File: src/design/see_fifo.sv
module see_fifo #(
   parameter int WIDTH = 8,
   parameter int DEPTH = 2
) (
   input  logic             clock,
   input  logic             reset,
   input  logic             push,
   input  logic [WIDTH-1:0] push_data,
   output logic             full,
   input  logic             pop,
   output logic [WIDTH-1:0] pop_data,
   output logic             empty
);
   localparam int PTR_W = (DEPTH > 1) ? $clog2(DEPTH) : 1;
   localparam int CNT_W = $clog2(DEPTH + 1);

   logic [WIDTH-1:0] mem [DEPTH];
   logic [PTR_W-1:0] wp_ff, wp_in, rp_ff, rp_in;
   logic [CNT_W-1:0] cnt_ff, cnt_in;
   logic             do_push, do_pop;

   assign full     = (cnt_ff == CNT_W'(DEPTH));
   assign empty    = (cnt_ff == '0);
   assign pop_data = mem[rp_ff];
   assign do_push  = push && !full;
   assign do_pop   = pop && !empty;

   always_comb begin
      wp_in  = wp_ff;
      rp_in  = rp_ff;
      cnt_in = cnt_ff;
      if (do_push) begin
         wp_in = (wp_ff == PTR_W'(DEPTH - 1)) ? '0 : wp_ff + 1'b1;
      end
      if (do_pop) begin
         rp_in = (rp_ff == PTR_W'(DEPTH - 1)) ? '0 : rp_ff + 1'b1;
      end
      if (do_push && !do_pop) begin
         cnt_in = cnt_ff + 1'b1;
      end else if (do_pop && !do_push) begin
         cnt_in = cnt_ff - 1'b1;
      end
   end

   always_ff @(posedge clock) begin
      if (reset) begin
         wp_ff  <= '0;
         rp_ff  <= '0;
         cnt_ff <= '0;
      end else begin
         wp_ff  <= wp_in;
         rp_ff  <= rp_in;
         cnt_ff <= cnt_in;
      end
   end

   always_ff @(posedge clock) begin
      if (do_push) begin
         mem[wp_ff] <= push_data;
      end
   end

endmodule

File: config.mk
export PLATFORM = sky130hd
export DESIGN_NAME = see_fifo
export DESIGN_NICKNAME = d
export VERILOG_FILES = /design/src/design/see_fifo.sv
export SDC_FILE = /design/constraint.sdc
export NUM_CORES = 1
export LEC_CHECK = 0
export ABC_CLOCK_PERIOD_IN_PS = 3150
export BUFFER_PORTS_ARGS = -buffer_cell sky130_fd_sc_hd__buf_2
export CAP_MARGIN = 20
export CORE_MARGIN = 2
export CORE_UTILIZATION = 52
export DETAILED_ROUTE_END_ITERATION = 10
export GPL_ROUTABILITY_DRIVEN = 0
export PLACE_DENSITY = 0.82
export SYNTH_ARGS = -nofsm -noshare
export SYNTH_HDL_FRONTEND = slang
export SYNTH_SLANG_ARGS = --single-unit
File: constraint.sdc
create_clock -name clock -period 3.15 [get_ports clock]
set_input_delay 0.4725 -clock clock [delete_from_list [all_inputs] [get_ports clock]]
set_output_delay 0.4725 -clock clock [all_outputs]
set_load 0.005 [all_outputs]
==> results of run 1 <==
[metal layers]
metal / track usage / share of wire / vias up
met5: 0 / 0 / -
met3: 0.0255 / 0.050 / 2
met2: 0.227 / 0.53 / 15
met1: 0.177 / 0.40 / 224
li1: - / - / 226
met4: 0.0909 / 0.011 / 0
[sequential cells by signal (all words and copies together), names as in the netlist, named ones only]
register,flops
cnt_ff,2
wp_ff,1
rp_ff,1
mem,16
[through the flow]
step           cell area (um^2)   util  total power, W  worst slack [ns]  instances
3_3_place_gp                913  0.621        0.000585              1.58         86
5_1_grt                     941  0.639        0.000756              1.25         90
4_1_cts                     941  0.639        0.000719              1.30         90
3_5_place_dp                913  0.621        0.000596              1.53         86
6_report                    941  0.639        0.000709              1.33         90
2_1_floorplan               793      -        0.000521              1.68         50
[worst paths after layout]
path | end | slack (ns) | cells past startpoint
worst max-delay path | pop_data[3] | 1.33 | 2
worst min-delay path | mem[0][0]$_DFFE_PP_ | 0.36 | 1
worst max register to register | cnt_ff[1]$_SDFFE_PP0P_ | 1.57 | 5
worst min register to register | wp_ff$_SDFFE_PP0N_ | 0.49 | 2
[cell families (layout without fill, tap and decap cells)]
group | after synthesis | after routing | share of synthesized area
flops | 21 | 21 | 0.732
simple gates | 9 | 9 | 0.0584
mux | 8 | 8 | 0.114
compound gates | 5 | 5 | 0.0315
xor+xnor | 3 | 3 | 0.0331
buf+inv | 3 | 27 | 0.0158
fa+ha+maj | 1 | 1 | 0.0158
[power breakdown]
| group | internal [W] | total [W] | leakage, nW | switching (W) |
|---|---|---|---|---|
| combinational | 0.000107 | 0.000196 | 0.172 | 0.0000889 |
| sequential | 0.000353 | 0.000390 | 0.191 | 0.0000366 |
| clock | 0.0000472 | 0.000123 | 0.0177 | 0.0000759 |
[cell usage in the layout, fill, tap and decap left out, drive strengths merged, types with 3 or more instances in the layout]
cell type / netlist / routed
buf: 1 / 21
edfxtp: 16 / 16
xor2: 3 / 3
nor2: 5 / 5
dfxtp: 5 / 5
mux2: 8 / 8
clkbuf: 0 / 3
o21ai: 3 / 3
[cell type report]
type | instances | area share
Sequential cell | 21 | 0.617
Multi-Input combinational cell | 26 | 0.213
Timing Repair Buffer | 21 | 0.112
Clock buffer | 3 | 0.0239
Tap cell | 16 | 0.0213
Inverter | 2 | 0.00798
Clock inverter | 1 | 0.00532
==> results_dict.tcl, run 1 <==
set metrics [dict create \
    num_rows 14 \
    fmaxAchievable_mhz 549 \
    core_area_mm2 0.00147 \
    p_per_area_mw_per_mm2 754 \
    synth_area_um2 793 \
    syn_nets 63 \
    crit_type "register to output pin" \
    hold_viol 0 \
    clk_transition_reported_paths_ns 0.11 \
    synth_top_area_frac 0.606 \
    reg2reg_from "cnt_ff[1]$_SDFFE_PP0P_" \
    syn_inst 50 \
    p_leak_nw 0.381 \
    grt_antenna_before_repair 0 \
    numCtsBuffers 3 \
    max_cap_viol_count 0 \
    drt_first_pass_iters 4 \
    cpMaxStageDelayCell "dfxtp_1" \
    start_util 0.539 \
    gr-total-overflow 0 \
    ys.flop_type "edfxtp_1" \
    cts_max_level 1 \
    fin_crit_sh 0.578 \
    cp.arrival_ns 1.35 \
    ys_seq_elements 21 \
    routed_wl_mm 1.11 \
    setup_viol 0 \
    post_cts_buffers 0 \
    critPathMaxStageDelay_ns 0.54 \
    grt_max_degree 13 \
    cp_max_fo 8 \
    setup_tns_ns 0 \
    io_buffers 21 \
    final_max_slew_viol_count 0 \
    cts.sinks 21 \
    cp_top_family "flip-flops" \
    synth-edff-count 16 \
    drtIter0Drc 6 \
    cp.buffers_inverters 1 \
    min_path_type "primary input to register" \
    synth.avg_cell_area_um2 15.9 \
    skew_ns 0.00365 \
    ir_worst_vdd_v 0.000476 \
    fin_crit_ns 1.82 \
    hpwl_um 826 \
    die_y_um 43.1 \
    worstPathRequired_ns 2.68 \
    hp-start "push_data[0]" \
    seq_area_frac_synth 0.732 \
    synth_top_cell_by_area "edfxtp_1" \
    dieArea_mm2 0.00185 \
    regArea_um2 581 \
    cts-resized-gates 0 \
    hold_buffers 0 \
    start_kind "register" \
    rsz0062_at_grt "no" \
    max_slew_margin 0.749 \
    n_fill_cell 119 \
    antenna_left 0 \
    tightest_slew_ns 0.377 \
    multi_input_area_um2 200 \
    ys_warn_count 0 \
    wl_per_cell_um 12.4 \
    outcome "complete, no violations" \
    cts.path.max_buffers 2 \
    synth.area.top_cells "edfxtp_1, dfxtp_1, mux2_2" \
    die_w_um 43.1 \
    drive_gt1_frac 0.459 \
    area_growth_pct 18.6 \
    drcViolationCount 0 \
    fin_nets 88 \
    synth_commonest_cells "edfxtp_1, mux2_2, dfxtp_1, nor2_1" \
    synth_cell_types 13 \
    cts_tree "done" \
    root_buffer "clkbuf_4" \
    whs_ns 0.361 \
    cp-end-kind "output pin" \
    num_vias 467 \
    grt_pass1_vias 434 \
    grt_pass1_wl_mm 1.85 \
    clock_latency_ns 0.29 \
    grt_use_total 0.142 \
    viasPerCell 5.19 \
    synth_async_sr_flop_share 0 \
    yosysMostFrequentCell "edfxtp_1" \
    io_pins 22 \
    antennaDiodeCount 0 \
    cp_cell_sequence "mux2_2 -> buf_2" \
]
Power figures use the tool's default switching activity.
==> run 2, diff against run 1 <==
Settings changed: ABC_AREA from default to 1, ABC_CLOCK_PERIOD_IN_PS 3150 to 1800, CORE_UTILIZATION 52 to 49, PLACE_DENSITY 0.82 to 0.78.
Clock period 3.15 ns to 1.8 ns, I/O delays scaled along.
==> run 2 against run 1 <==
Utilization grew 0.34 points; clock power grew 73%; die area grew 9.8%; synthesized cell count grew 24%; sequential share of layout area shrank 3.1 points; largest cell class unchanged; largest power group unchanged; highest routed layer unchanged.
==> results_dict.tcl, run 2 <==
set metrics [dict create \
    cts.path.max_buffers 2 \
    drtIter0Drc 10 \
    syn_nets 75 \
    cp.arrival_ns 1.36 \
    seq_area_frac_synth 0.701 \
    p_leak_nw 0.419 \
    antenna_left 0 \
    grt_antenna_before_repair 0 \
    post_cts_buffers 0 \
    core_area_mm2 0.00154 \
    dp_slack_ns 0.364 \
    synth_area_um2 828 \
    clock_latency_ns 0.29 \
    num_rows 14 \
    hold_viol 0 \
    drt_first_pass_iters 2 \
    die_w_um 45.1 \
    synth.area.top_cells "edfxtp_1, dfxtp_1, mux2_2" \
    regArea_um2 581 \
    final_cell_mix "buf_2, edfxtp_1, nor2_1" \
    fin_crit_sh 0.903 \
    yosysMostFrequentCell "edfxtp_1" \
    dieArea_mm2 0.00204 \
    cp-end-kind "output pin" \
    multi_input_area_um2 209 \
    start_util 0.537 \
    start_kind "register" \
    synth_top_area_frac 0.580 \
    min_path_type "primary input to register" \
    skew_ns 0.00199 \
    cts_max_level 1 \
    fin_crit_ns 1.63 \
    crit_type "register to output pin" \
    viasPerCell 5.01 \
    synth_async_sr_flop_share 0 \
    hpwl_um 930 \
    wl_per_cell_um 11.7 \
    cts_tree "done" \
    n_fill_cell 131 \
    tightest_slew_ns 0.355 \
    worstPathRequired_ns 1.53 \
    drive_gt1_frac 0.455 \
    clk_transition_reported_paths_ns 0.11 \
    largest_reg_flops 16 \
    setup_viol 0 \
    grt_max_degree 13 \
    synth.avg_cell_area_um2 13.4 \
    fin_nets 102 \
    final_max_slew_viol_count 0 \
    root_buffer "clkbuf_4" \
    synth_commonest_cells "edfxtp_1, nor2_1, mux2_2" \
    p_per_area_mw_per_mm2 1280 \
    max_flop_register "mem" \
    outcome "complete, no violations" \
    io_buffers 21 \
    synth_cell_types 16 \
    setup_tns_ns 0 \
    cp_max_fo 8 \
    syn_inst 62 \
    cts.sinks 21 \
    ys.flop_type "edfxtp_1" \
    grt_pass1_vias 520 \
    area_growth_pct 19.6 \
    worst_slack_ns 0.174 \
    drcViolationCount 0 \
    ys_warn_count 0 \
    gr-total-overflow 0 \
    num_vias 521 \
    ir_worst_vdd_v 0.000660 \
    io_pins 22 \
    r2r_slack_ns 0.36 \
    fmaxAchievable_mhz 615 \
    synth-edff-count 16 \
    numCtsBuffers 3 \
    grt_use_total 0.142 \
    ys_seq_elements 21 \
    final_common_cell "buf_2" \
    cts-resized-gates 0 \
    die_y_um 45.1 \
    rsz0062_at_grt "no" \
    reg.largest.list "mem x16, cnt_ff x2" \
    synth_top_cell_by_area "edfxtp_1" \
    max_cap_viol_count 0 \
    routed_wl_mm 1.22 \
    max_slew_margin 0.763 \
    antennaDiodeCount 0 \
    grt_pass1_wl_mm 2.04 \
    hold_buffers 0 \
]
run 2: cell types whose count changed after synthesis, sizes merged, moves of 2 or more:
cell,before,now
inv,2,9
nand2,0,4
nor2,5,9
xor2,3,0
o21ai,3,5
or3,2,0
run 2: path summary, 6_finish.rpt:
kind                       endpoint  depth (start not counted)                   start
max                     pop_data[7]                          2                register
min             mem[0][2]$_DFFE_PP_                          1            push_data[2]
min reg2reg      wp_ff$_SDFFE_PP0N_                          2      wp_ff$_SDFFE_PP0N_
max reg2reg  cnt_ff[1]$_SDFFE_PP0P_                          9  cnt_ff[1]$_SDFFE_PP0P_
run 2: cell families after synthesis:
kind of cell | after synthesis | synth area share
AO/OA/AOI/OAI | 6 | 0.0453
flip-flops | 21 | 0.701
AND/OR/NAND/NOR | 16 | 0.0831
adder cells (fa/ha/maj) | 1 | 0.0151
multiplexers | 8 | 0.109
buffers and inverters | 10 | 0.0468
run 2: per-layer routing:
| layer | track usage | share of wire | up-vias |
|---|---|---|---|
| met5 | 0 | 0 | - |
| met3 | 0.0360 | 0.057 | 2 |
| met1 | 0.144 | 0.42 | 242 |
| met2 | 0.266 | 0.52 | 14 |
| met4 | 0.0706 | 0.0074 | 0 |
| li1 | - | - | 263 |
run 2: worst max-delay path, stage by stage, from the launching register on:
cell,delay [ns]
dfxtp_1,0.55
mux2_2,0.39
buf_2,0.13
run 2: report_power, final:
part / internal [W] / switching, W / leakage [nW]
clock: 0.0000826 / 0.000130 / 0.0177
combinational: 0.000193 / 0.000182 / 0.210
sequential: 0.000618 / 0.0000667 / 0.191
run 2: cell type report:
type                            instances  area share
Tap cell                               16      0.0202
Multi-Input combinational cell         31       0.211
Sequential cell                        21       0.586
Clock buffer                            3      0.0227
Inverter                                9      0.0341
Clock inverter                          1     0.00505
Timing Repair Buffer                   23       0.121
run 2: per-stage QoR:
stage | cells | hold slack [ns] | total power [W] | util | instance area, um^2
final | 104 | 0.159 | 0.00127 | 0.643 | 991
after global routing | 104 | 0.141 | 0.00137 | 0.643 | 991
after CTS | 104 | 0.146 | 0.00129 | 0.643 | 991
after detailed placement | 100 | 0.463 | 0.00108 | 0.625 | 963
after global placement | 100 | 0.458 | 0.00106 | 0.625 | 963
after floorplan | 62 | 0.369 | 0.000936 | - | 828
